File: src/rtl/assert_macros.svh
// Assertion macros used by the top-level RTL file of the extractor.
`ifndef ASSERT_MACROS_SVH
`define ASSERT_MACROS_SVH

`ifndef SYNTHESIS

// Clocked property, checked only while reset is released.
`define JKVE_ASSERT(lbl, clk, rstn, prop, msg) \
  lbl: assert property (@(posedge clk) disable iff (!rstn) prop) else $error(msg);

// Clocked property, checked during reset as well.
`define JKVE_ASSERT_ALWAYS(lbl, clk, prop, msg) \
  lbl: assert property (@(posedge clk) prop) else $error(msg);

`else

`define JKVE_ASSERT(lbl, clk, rstn, prop, msg)
`define JKVE_ASSERT_ALWAYS(lbl, clk, prop, msg)

`endif

`endif

File: src/rtl/jkve_pkg.sv
// Shared types and character constants of the JSON key/value extractor.
package jkve_pkg;

  localparam logic [7:0] CH_COLON  = 8'h3A;
  localparam logic [7:0] CH_LBRACE = 8'h7B;
  localparam logic [7:0] CH_LBRACK = 8'h5B;
  localparam logic [7:0] CH_RBRACE = 8'h7D;
  localparam logic [7:0] CH_RBRACK = 8'h5D;
  localparam logic [7:0] CH_QUOTE  = 8'h22;
  localparam logic [7:0] CH_BSLASH = 8'h5C;
  localparam logic [7:0] CH_COMMA  = 8'h2C;
  localparam logic [7:0] CH_SPACE  = 8'h20;
  localparam logic [7:0] CH_TAB    = 8'h09;
  localparam logic [7:0] CH_LF     = 8'h0A;
  localparam logic [7:0] CH_CR     = 8'h0D;

  // Configuration register indexes
  localparam logic [1:0] REG_KEY_LOW  = 2'd0;
  localparam logic [1:0] REG_KEY_HIGH = 2'd1;
  localparam logic [1:0] REG_KEY_LEN  = 2'd2;

  typedef struct packed {
    logic [7:0] value_byte;
    logic       has_byte;
    logic       value_end;
  } result_t;

  function automatic logic is_blank(input logic [7:0] c);
    return (c == CH_SPACE) || (c == CH_TAB);
  endfunction

  function automatic logic is_delim(input logic [7:0] c);
    return (c == CH_COMMA) || (c == CH_RBRACE) || (c == CH_RBRACK) ||
           (c == CH_SPACE) || (c == CH_TAB) || (c == CH_LF) || (c == CH_CR);
  endfunction

endpackage

File: src/rtl/jkve_core.sv
// Per-byte parser: key window match, value phase tracking and result forming.
module jkve_core import jkve_pkg::*; #(
  parameter int KEY_MAX    = 16,
  parameter int DEPTH_BITS = 16
) (
  input  logic          clk,
  input  logic          rst_n,
  input  logic          in_fire,
  input  logic [7:0]    msg_byte,
  input  logic          msg_last,
  input  logic [63:0]   key_low,
  input  logic [63:0]   key_high,
  input  logic [4:0]    key_len,
  output logic          res_valid,
  output result_t       res
);

  localparam int WIN    = KEY_MAX + 2;
  localparam int FILL_W = $clog2(WIN + 1);

  typedef enum logic [2:0] {
    PH_SEARCH,
    PH_WANT_COLON,
    PH_WANT_VALUE,
    PH_BRACKET,
    PH_STRING,
    PH_SCALAR,
    PH_DONE
  } phase_t;

  phase_t                 phase_r, phase_nxt;
  logic [WIN-1:0][7:0]    win_r, win_nxt;
  logic [FILL_W-1:0]      fill_r, fill_nxt;
  logic [DEPTH_BITS-1:0]  nest_r, nest_nxt;
  logic                   in_str_r, in_str_nxt;
  logic                   esc_r, esc_nxt;
  logic                   square_r, square_nxt;

  logic [15:0][7:0]       key_bytes;
  logic [4:0]             len;
  logic [5:0]             len_p1;
  logic [WIN-1:0][7:0]    expect_b;
  logic [WIN-1:0]         care;
  logic                   match;
  logic                   emit;
  logic [7:0]             c;
  logic [7:0]             open_ch;
  logic [7:0]             close_ch;
  logic [DEPTH_BITS-1:0]  nest_dec;

  assign c         = msg_byte;
  assign key_bytes = {key_high, key_low};
  assign len       = (key_len > 5'(KEY_MAX)) ? 5'(KEY_MAX) : key_len;
  assign len_p1    = {1'b0, len} + 6'd1;

  // Expected window contents, most recent byte first: quote, key reversed, quote.
  always_comb begin
    logic [4:0] idx;
    for (int j = 0; j < WIN; j++) begin
      idx = len - 5'(j);
      care[j] = (6'(j) <= len_p1);
      if (j == 0 || 6'(j) == len_p1) begin
        expect_b[j] = CH_QUOTE;
      end else begin
        expect_b[j] = key_bytes[idx[3:0]];
      end
    end
  end

  always_comb begin
    win_nxt[0] = c;
    for (int k = 1; k < WIN; k++) begin
      win_nxt[k] = win_r[k-1];
    end
  end

  always_comb begin
    match = (6'(fill_nxt) >= len_p1 + 6'd1);
    for (int j = 0; j < WIN; j++) begin
      if (care[j] && (win_nxt[j] != expect_b[j])) begin
        match = 1'b0;
      end
    end
  end

  assign open_ch  = square_r ? CH_LBRACK : CH_LBRACE;
  assign close_ch = square_r ? CH_RBRACK : CH_RBRACE;
  assign nest_dec = nest_r - {{(DEPTH_BITS-1){1'b0}}, 1'b1};

  assign fill_nxt = (fill_r < FILL_W'(WIN)) ? fill_r + {{(FILL_W-1){1'b0}}, 1'b1} : fill_r;

  always_comb begin
    phase_nxt  = phase_r;
    nest_nxt   = nest_r;
    in_str_nxt = in_str_r;
    esc_nxt    = esc_r;
    square_nxt = square_r;
    emit       = 1'b0;
    case (phase_r)
      PH_SEARCH: begin
        if (match) begin
          phase_nxt = PH_WANT_COLON;
        end
      end
      PH_WANT_COLON: begin
        if (c == CH_COLON) begin
          phase_nxt = PH_WANT_VALUE;
        end else if (!(is_blank(c) || c == CH_CR || c == CH_LF)) begin
          phase_nxt = PH_DONE;
        end
      end
      PH_WANT_VALUE: begin
        if (is_blank(c)) begin
          phase_nxt = PH_WANT_VALUE;
        end else if (c == CH_LBRACE || c == CH_LBRACK) begin
          square_nxt = (c == CH_LBRACK);
          nest_nxt   = {{(DEPTH_BITS-1){1'b0}}, 1'b1};
          in_str_nxt = 1'b0;
          esc_nxt    = 1'b0;
          phase_nxt  = PH_BRACKET;
          emit       = 1'b1;
        end else if (c == CH_QUOTE) begin
          esc_nxt   = 1'b0;
          phase_nxt = PH_STRING;
          emit      = 1'b1;
        end else if (is_delim(c)) begin
          phase_nxt = PH_DONE;
        end else begin
          phase_nxt = PH_SCALAR;
          emit      = 1'b1;
        end
      end
      PH_BRACKET: begin
        emit = 1'b1;
        if (in_str_r) begin
          if (esc_r) begin
            esc_nxt = 1'b0;
          end else if (c == CH_BSLASH) begin
            esc_nxt = 1'b1;
          end else if (c == CH_QUOTE) begin
            in_str_nxt = 1'b0;
          end
        end else if (c == CH_QUOTE) begin
          in_str_nxt = 1'b1;
        end else if (c == open_ch) begin
          // saturate at the top of the counter
          if (nest_r != '1) begin
            nest_nxt = nest_r + {{(DEPTH_BITS-1){1'b0}}, 1'b1};
          end
        end else if (c == close_ch) begin
          nest_nxt = nest_dec;
          if (nest_dec == '0) begin
            phase_nxt = PH_DONE;
          end
        end
      end
      PH_STRING: begin
        emit = 1'b1;
        if (esc_r) begin
          esc_nxt = 1'b0;
        end else if (c == CH_BSLASH) begin
          esc_nxt = 1'b1;
        end else if (c == CH_QUOTE) begin
          phase_nxt = PH_DONE;
        end
      end
      PH_SCALAR: begin
        if (is_delim(c)) begin
          phase_nxt = PH_DONE;
        end else begin
          emit = 1'b1;
        end
      end
      default: begin
        phase_nxt = phase_r;
      end
    endcase
  end

  assign res_valid      = in_fire && (emit || msg_last);
  assign res.value_byte = emit ? c : 8'h00;
  assign res.has_byte   = emit;
  assign res.value_end  = msg_last;

  always_ff @(posedge clk) begin
    if (!rst_n) begin
      phase_r  <= PH_SEARCH;
      fill_r   <= '0;
      nest_r   <= '0;
      in_str_r <= 1'b0;
      esc_r    <= 1'b0;
      square_r <= 1'b0;
    end else if (in_fire) begin
      if (msg_last) begin
        // restart for the next message
        phase_r  <= PH_SEARCH;
        fill_r   <= '0;
        nest_r   <= '0;
        in_str_r <= 1'b0;
        esc_r    <= 1'b0;
        square_r <= 1'b0;
      end else begin
        phase_r  <= phase_nxt;
        nest_r   <= nest_nxt;
        in_str_r <= in_str_nxt;
        esc_r    <= esc_nxt;
        square_r <= square_nxt;
        if (phase_r == PH_SEARCH) begin
          fill_r <= fill_nxt;
        end
      end
    end
  end

  // Window contents beyond the fill count are never compared.
  always_ff @(posedge clk) begin
    if (in_fire && !msg_last && phase_r == PH_SEARCH) begin
      win_r <= win_nxt;
    end
  end

endmodule

File: src/rtl/jkve_skid.sv
// Output beat register with one skid entry.
module jkve_skid import jkve_pkg::*; (
  input  logic    clk,
  input  logic    rst_n,
  input  logic    in_valid,
  input  result_t in_data,
  output logic    in_ready,
  output logic    out_valid,
  input  logic    out_ready,
  output result_t out_data
);

  logic    out_valid_r;
  result_t out_data_r;
  logic    skid_valid_r;
  result_t skid_data_r;
  logic    out_free;

  assign out_free  = !out_valid_r || out_ready;
  assign in_ready  = !skid_valid_r;
  assign out_valid = out_valid_r;
  assign out_data  = out_data_r;

  always_ff @(posedge clk) begin
    if (!rst_n) begin
      out_valid_r  <= 1'b0;
      skid_valid_r <= 1'b0;
    end else if (out_free) begin
      if (skid_valid_r) begin
        out_valid_r  <= 1'b1;
        skid_valid_r <= in_valid;
      end else begin
        out_valid_r <= in_valid;
      end
    end else if (in_valid) begin
      // hold the new beat while the output is stalled
      skid_valid_r <= 1'b1;
    end
  end

  always_ff @(posedge clk) begin
    if (out_free) begin
      if (skid_valid_r) begin
        out_data_r  <= skid_data_r;
        skid_data_r <= in_data;
      end else begin
        out_data_r <= in_data;
      end
    end else if (in_valid) begin
      skid_data_r <= in_data;
    end
  end

endmodule

File: src/rtl/json_key_value_extractor.sv
// Streaming JSON key/value extractor: one message byte per beat in, raw value
// bytes out. One byte is accepted every cycle while in_tready is high; each
// beat is parsed in the cycle it is accepted. Its result, if any, goes into the
// output register or, on an output stall, into the single skid entry behind it,
// so the input keeps flowing for one extra beat; in_tready drops only when both
// the output register and the skid entry hold data. Value bytes carry out_tuser
// high; the last byte of each message always yields exactly one beat with
// out_tlast high, with out_tuser low and out_tdata zero if that byte was not
// part of the value. The key is matched on its first raw quoted occurrence.
module json_key_value_extractor import jkve_pkg::*; #(
  parameter int KEY_MAX    = 16,
  parameter int DEPTH_BITS = 16
) (
  input  logic        clk,
  input  logic        rst_n,
  input  logic        in_tvalid,
  output logic        in_tready,
  input  logic [7:0]  in_tdata,   // [7:0] msg_byte
  input  logic        in_tlast,
  output logic        out_tvalid,
  input  logic        out_tready,
  output logic [7:0]  out_tdata,  // [7:0] value_byte
  output logic [0:0]  out_tuser,  // [0] has_byte
  output logic        out_tlast,
  input  logic        cfg_we,
  input  logic [1:0]  cfg_index,
  input  logic [63:0] cfg_wdata
);

`include "assert_macros.svh"

  logic [63:0] key_low_r;
  logic [63:0] key_high_r;
  logic [4:0]  key_len_r;
  logic        in_fire;
  logic        res_valid;
  result_t     res;
  result_t     out_res;

  assign in_fire = in_tvalid && in_tready;

  always_ff @(posedge clk) begin
    if (!rst_n) begin
      key_low_r  <= '0;
      key_high_r <= '0;
      key_len_r  <= '0;
    end else if (cfg_we) begin
      case (cfg_index)
        REG_KEY_LOW:  key_low_r  <= cfg_wdata;
        REG_KEY_HIGH: key_high_r <= cfg_wdata;
        REG_KEY_LEN:  key_len_r  <= cfg_wdata[4:0];
        default:      key_len_r  <= key_len_r;
      endcase
    end
  end

  jkve_core #(
    .KEY_MAX    (KEY_MAX),
    .DEPTH_BITS (DEPTH_BITS)
  ) u_core (
    .clk       (clk),
    .rst_n     (rst_n),
    .in_fire   (in_fire),
    .msg_byte  (in_tdata),
    .msg_last  (in_tlast),
    .key_low   (key_low_r),
    .key_high  (key_high_r),
    .key_len   (key_len_r),
    .res_valid (res_valid),
    .res       (res)
  );

  jkve_skid u_skid (
    .clk       (clk),
    .rst_n     (rst_n),
    .in_valid  (res_valid),
    .in_data   (res),
    .in_ready  (in_tready),
    .out_valid (out_tvalid),
    .out_ready (out_tready),
    .out_data  (out_res)
  );

  assign out_tdata = out_res.value_byte;
  assign out_tuser = out_res.has_byte;
  assign out_tlast = out_res.value_end;

  `JKVE_ASSERT(a_skid_implies_out, clk, rst_n, !in_tready |-> out_tvalid, "skid full with empty output")
  `JKVE_ASSERT(a_ready_fall, clk, rst_n, $fell(in_tready) |-> $past(out_tvalid && !out_tready), "ready fell without stall")
  `JKVE_ASSERT(a_last_gives_beat, clk, rst_n, (in_fire && in_tlast) |=> out_tvalid, "message end lost")
  `JKVE_ASSERT(a_empty_beat_is_end, clk, rst_n, (out_tvalid && !out_tuser[0]) |-> (out_tlast && out_tdata == 8'h00), "empty beat not a clean end")

endmodule
File: config.mk
export PLATFORM = sky130hd
export DESIGN_NAME = json_key_value_extractor
export DESIGN_NICKNAME = d
export VERILOG_FILES = /design/src/rtl/jkve_pkg.sv /design/src/rtl/jkve_core.sv /design/src/rtl/jkve_skid.sv /design/src/rtl/json_key_value_extractor.sv
export VERILOG_INCLUDE_DIRS = /design/src /design/src/rtl
export SDC_FILE = /design/constraint.sdc
export NUM_CORES = 1
export LEC_CHECK = 0
export ABC_AREA = 0
export BUFFER_PORTS_ARGS = -buffer_cell sky130_fd_sc_hd__buf_4
export CAP_MARGIN = 20
export CORE_ASPECT_RATIO = 0.6
export CORE_MARGIN = 8
export CORE_UTILIZATION = 30
export CTS_CLUSTER_SIZE = 14
export DETAILED_ROUTE_END_ITERATION = 8
export PLACE_DENSITY_LB_ADDON = 0.1
export SYNTH_ARGS = -nofsm -noshare
export SYNTH_HDL_FRONTEND = slang
export SYNTH_SLANG_ARGS = --single-unit
File: constraint.sdc
create_clock -name clk -period 10.45 [get_ports clk]
set_clock_uncertainty 0.1 [all_clocks]
set_input_delay 2.09 -clock clk [delete_from_list [all_inputs] [get_ports clk]]
set_output_delay 2.09 -clock clk [all_outputs]
set_load 0.01 [all_outputs]
# Word-level counts from Yosys, hierarchy flattened
# Index checks and enable logic that the tools add are counted.
# totals
reg_bits	318
in_bits	80
out_inout_bits	12
word_cells	365
# op_classes
n_addsub	22
order_cmp	38
eq_ne	76
muxes	137
reduce_logical	58
# op_table
op	n
$bmux 8 s4	17
$mux 8	35
$ne 8x8->1	17
$mux 16	8
$lt 4x5->1 const B	17
$eq 4x6->1 const A	8
$le 4x6->1 const A	8
$mux 3	16
$mux 1	45
$eq 8x7->1 const B	5
$mux 10	4
$eq 8x6->1 const B	4
$pmux 16 s2	1
$sub 4x4->4 const B	8
$eq 3x6->1 const A	4
$eq 8x4->1 const B	3
$le 3x6->1 const A	4
$logic_and 1x1->1	22
$ne 3x2->1 const B	7
$mux 5	4
$ne 3x3->1 const B	6
$pmux 3 s6	1
$add 16x1->16 const B	1
$eq 8x8->1	2
other kinds (47)	84

# Logic depth before layout (Yosys ltp)
# logic_depth
word_depth	28
depth_mapped	23
ltp_nobuf	16

# Cells and area by module
# Synthesis repeated with hierarchy kept, for this count alone.
# hier_totals
hier_cells	2319
hier_area_um2	22396.5
# modules_own_cells
mod	instances	cells_per_inst	area_each_um2
jkve_core	1	1774	16522.1
json_key_value_extractor	1	503	5027.3
jkve_skid	1	42	847.1

# Worst setup path after synthesis
# OpenSTA, ideal clock, no wires.
# synth_timing
path_kind	in2reg
startpoint	input in_tvalid
endpoint	register u_core.fill_r[2]
setup_ns	0.085
arrival_time_ns	9.141
slack_ns	1.124
cell_stages	6
path_buffers	1
path_cell_list	nor2b_1 clkbuf_1 nand2_1 nor2_1 a22oi_1 nor2b_1
# synth_via
elab_chain_cells	2
# synth_lines
element	line_no	source
from (decl)	json_key_value_extractor.sv:16	input logic in_tvalid,
$logic_and 1x1->1	json_key_value_extractor.sv:40	assign in_fire = in_tvalid && in_tready;
$reduce_and 2->1 (no line)	n/a	
to (signal assigned)	jkve_core.sv:209	fill_r <= fill_nxt;
to (decl)	jkve_core.sv:33	logic [FILL_W-1:0] fill_r, fill_nxt;
# Every way passes these cells.
# A chain may end at the register's enable or synchronous reset.

# Worst setup path in the final report
# layout_timing
startpoint	register key_len_r[1]
endpoint	register u_core.phase_r[0]
# layout_via
elab_chain_cells	27
elab_cells_between_ends	163
# layout_lines
element	line_no	source
from (decl)	json_key_value_extractor.sv:34	logic [4:0] key_len_r;
from (signal assigned)	json_key_value_extractor.sv:51	REG_KEY_LEN: key_len_r <= cfg_wdata[4:0];
from (signal assigned)	json_key_value_extractor.sv:52	default: key_len_r <= key_len_r;
$gt 5x5->1	jkve_core.sv:53	assign len = (key_len > 5'(KEY_MAX)) ? 5'(KEY_MAX) : key_len;
$mux 5 (*)	jkve_core.sv:53	
parallel branches: the longest is 22 deep, another holds $add 5x1->6	n/a	
$mux 1 (*)	jkve_core.sv:80	if (care[j] && (win_nxt[j] != expect_b[j])) begin
$ne 3x2->1 (no line) (*)	n/a	
$reduce_and 13->1 (no line) (*)	n/a	
to (signal assigned)	jkve_core.sv:203	phase_r <= phase_nxt;
to (decl)	jkve_core.sv:31	phase_t phase_r, phase_nxt;
# Every way passes the cells marked *. The select of a mux whose other input is x is not followed.

==> reports/qor.yml <==
yosysUniqueCellTypes: 92
report.final.slew_viol_count: 0
yosys_most_used_dff: "dfxtp_1"
path_cells: "buf_4 -> nor2b_4 -> buf_4 -> inv_1 -> ha_1 -> buf_4 -> nor2_1 -> buf_4 -> mux4_2 -> a21oi_1 -> xor2_1 -> nor4_1 -> o22ai_1 -> a2111oi_0 -> nand4_1 -> o31ai_2 -> mux2i_1"
routed-wl-met3_um: 23200
r2r-start: "key_len_r[1]"
synthSimpleGateAreaFrac: 0.193
seqCellArea_sq_um: 7940
clk_pin_slew_ns: 0.08
cpMaxStageDelayCell: "a2111oi_0"
cts_made_buffers: 36
synth_area_sq_um: 24900
htreeDepth: 2
die_w_um: 388
synth_fa_ha_area_frac: 0.00604
portBuffers: 91
drt-total-wl_um: 141000
ioPinCount: 92
swShare: 0.325
power.density_nw_per_um2: 127
cts.sinks: 318
final-setup-viol-count: 0
hp-start: "u_core.win_nxt[74]"
worstSkewPairLatency_ns: 0.59
gp_congestion: 1.09
whs_path_depth: 0
yosys_warnings: 0
max_freq_mhz: 158
endpoint_kind: "register"
cp_num_buf_inv: 5
critPathLaunchType: "register"
pwr-share-seq: 0.417
clockPowerShare: 0.383
drt-met1-wl_um: 66700
multi_input_area_sq_um: 16000
r2r_slack_ns: 4.13
die_area_sq_um: 92600
ys_async_sr_fraction: 0
die_h_um: 239
drc: 0
core-area_sq_um: 81800
wl_met2_um: 48200
drt_first_pass_iters: 8
grt_max_degree: 107
dpl_worst_slack_ns: 4.47
routed.top_layer: "met5"
yosys_register_bits: 318
worst_slack_ns: 4.13
critical_path.top_delay_family: "compound AO/OA/AOI/OAI gates"
clk_path_buf_depth: 3
vias_per_cell: 6.46
holdWs_ns: 0.380
final_cell_mix: "nand2_1 (444), mux2i_1 (230), buf_4 (160), dfxtp_1 (158), edfxtp_1 (156)"
crit_top_cell: "buf_4"
worstPathRequired_ns: 10.88
worst_pin_slew_ns: 1.28
drive_gt1_frac: 0.153
combPwrFrac: 0.200
postSynthAreaPerCell_sq_um: 9.00
grt_pass1_vias: 22200
reg2regPathDepth: 17
vias: 25100
path_class: "reg2reg"
synthXorXnorAreaFrac: 0.0345
grt_usage: 0.292
area_delta_synth_final_pct: 12.4
status: "finished, final reports clean"
grt_pass1_wl_um: 191000
critPathArrivalTime_ns: 6.75
final_common_cell: "nand2_1"
slew_headroom: 0.145
wl_per_cell_um: 36.3
power.internal_mw: 2.39
path_max_fanout: 44
cts_resized: 0
drtIter0Drc: 4274
seq_area_frac_synth: 0.319
cts_hold_buf: 0
synth_edf_count: 156
drtAntennaViolNets: 0
hold_end: "u_core.win_nxt[82]"
tns_ns: 0
maxCapViolCount: 0
synth_top_area_frac: 0.188
grt.overflow.total: 0
min-delay-path-class: "reg2reg"
syn_inst: 2763
worst_path_largest_cell_delay_ns: 0.77
antenna_found_initial: 16
timing.final.crit_share: 0.605
layout.nets: 2853
ir_worst_vdd_uv: 86.5
rows: 81
leakagePower_nw: 9.75
synth_top_family_by_area: "multiplexers"
fin_util: 0.342
synth_mux_area_frac: 0.212
synth-compound-area-share: 0.194
syn_nets: 2855
rsz0062_at_grt: "false"
start_util: 0.304
tritoncts: "done"
fillCellCount: 8392
clock-root-buffer: "clkbuf_16"
power_mw: 3.53
hold_viol_final: 0
period_needed_ns: 6.32
dp_hpwl_um: 111000
power.switching_mw: 1.15
synth_area_leaders: "edfxtp_1 (19%), dfxtp_1 (13%), mux2i_1 (9.5%)"
post_cts_buffers: 0
synth_top_area_cell: "edfxtp_1"
r2r_end: "u_core.phase_r[0]"
worst max-delay path by stage:
| stage | startpoint | end | slack (ns) | cells past startpoint |
|---|---|---|---|---|
| finish | key_len_r[1] | u_core.phase_r[0] | 4.13 | 17 |
| global route | key_len_r[1] | u_core.phase_r[0] | 4.04 | 17 |
| CTS | key_len_r[1] | u_core.phase_r[0] | 4.44 | 17 |
| detailed placement | key_len_r[1] | u_core.phase_r[0] | 4.47 | 17 |
| global placement | key_len_r[1] | u_core.phase_r[0] | 4.48 | 17 |
| floorplan | in_tvalid | u_core.fill_r[2] | 1.12 | 6 |
synthesized netlist by cell type (29+ instances only):
library cell,instances
buf_2,49
inv_1,42
dfxtp_1,162
xor2_1,36
o22ai_1,29
mux4_2,101
nand2_1,444
nor2_1,144
xnor2_1,60
a21oi_1,117
mux2i_1,235
a31oi_1,35
o21ai_0,111
a21boi_0,133
nor3_1,73
nand3_1,73
mux2_2,55
edfxtp_1,156
nor2b_1,37
clkbuf_1,122
nand4_1,30
worst register-to-register path, cell delays in order (launching register included):
cell	delay [ns]
dfxtp_2	0.31
buf_4	0.30
nor2b_4	0.24
buf_4	0.61
inv_1	0.13
ha_1	0.23
buf_4	0.22
nor2_1	0.68
buf_4	0.33
mux4_2	0.54
a21oi_1	0.58
xor2_1	0.15
nor4_1	0.27
o22ai_1	0.14
a2111oi_0	0.77
nand4_1	0.20
o31ai_2	0.25
mux2i_1	0.21
power by group through the flow:
stage          clock [mW]  sequential [mW]  combinational [mW]
2_1_floorplan           0             1.42               0.422
3_3_place_gp            0             1.49               0.671
3_5_place_dp            0             1.49               0.674
4_1_cts              1.39             1.46               0.676
5_1_grt              1.44             1.47               0.733
6_report             1.36             1.47               0.705
state kept, by name (all words and copies together), names as in the netlist, 5 cells and up:
register,count
u_core.nest_r,16
key_low_r,64
u_skid.out_data,10
u_skid.skid_data_r,10
key_len_r,5
u_core.win_nxt,136
u_core.fill_r,5
key_high_r,64
metrics by stage:
step / std cells / cell area [sq um]
finish: 3883 / 27900
global placement: 3799 / 26700
floorplan: 2763 / 24900
global route: 3869 / 27900
CTS: 3866 / 27900
detailed placement: 3800 / 26700
cell type report:
cell class | instances | share of cell area
Clock inverter | 23 | 0.00864
Antenna cell | 15 | 0.00134
Tap cell | 1079 | 0.0483
Clock buffer | 43 | 0.0351
Inverter | 46 | 0.00627
Multi-Input combinational cell | 2196 | 0.572
Timing Repair Buffer | 163 | 0.0447
Sequential cell | 318 | 0.284
logic make-up (layout without fill, tap and decap cells):
logic type | count (synthesis) | in the layout
flops | 318 | 318
compound gates | 697 | 697
xor+xnor | 97 | 97
simple gates | 997 | 997
mux | 393 | 393
fa+ha+maj | 12 | 12
other cells | 0 | 15
buf+inv | 249 | 275
layer usage:
metal,vias up,track usage
met5,-,0
met4,8,0.0571
met3,183,0.159
met2,1738,0.344
met1,12700,0.444
li1,10500,-
(Power assumes the default switching activity.)
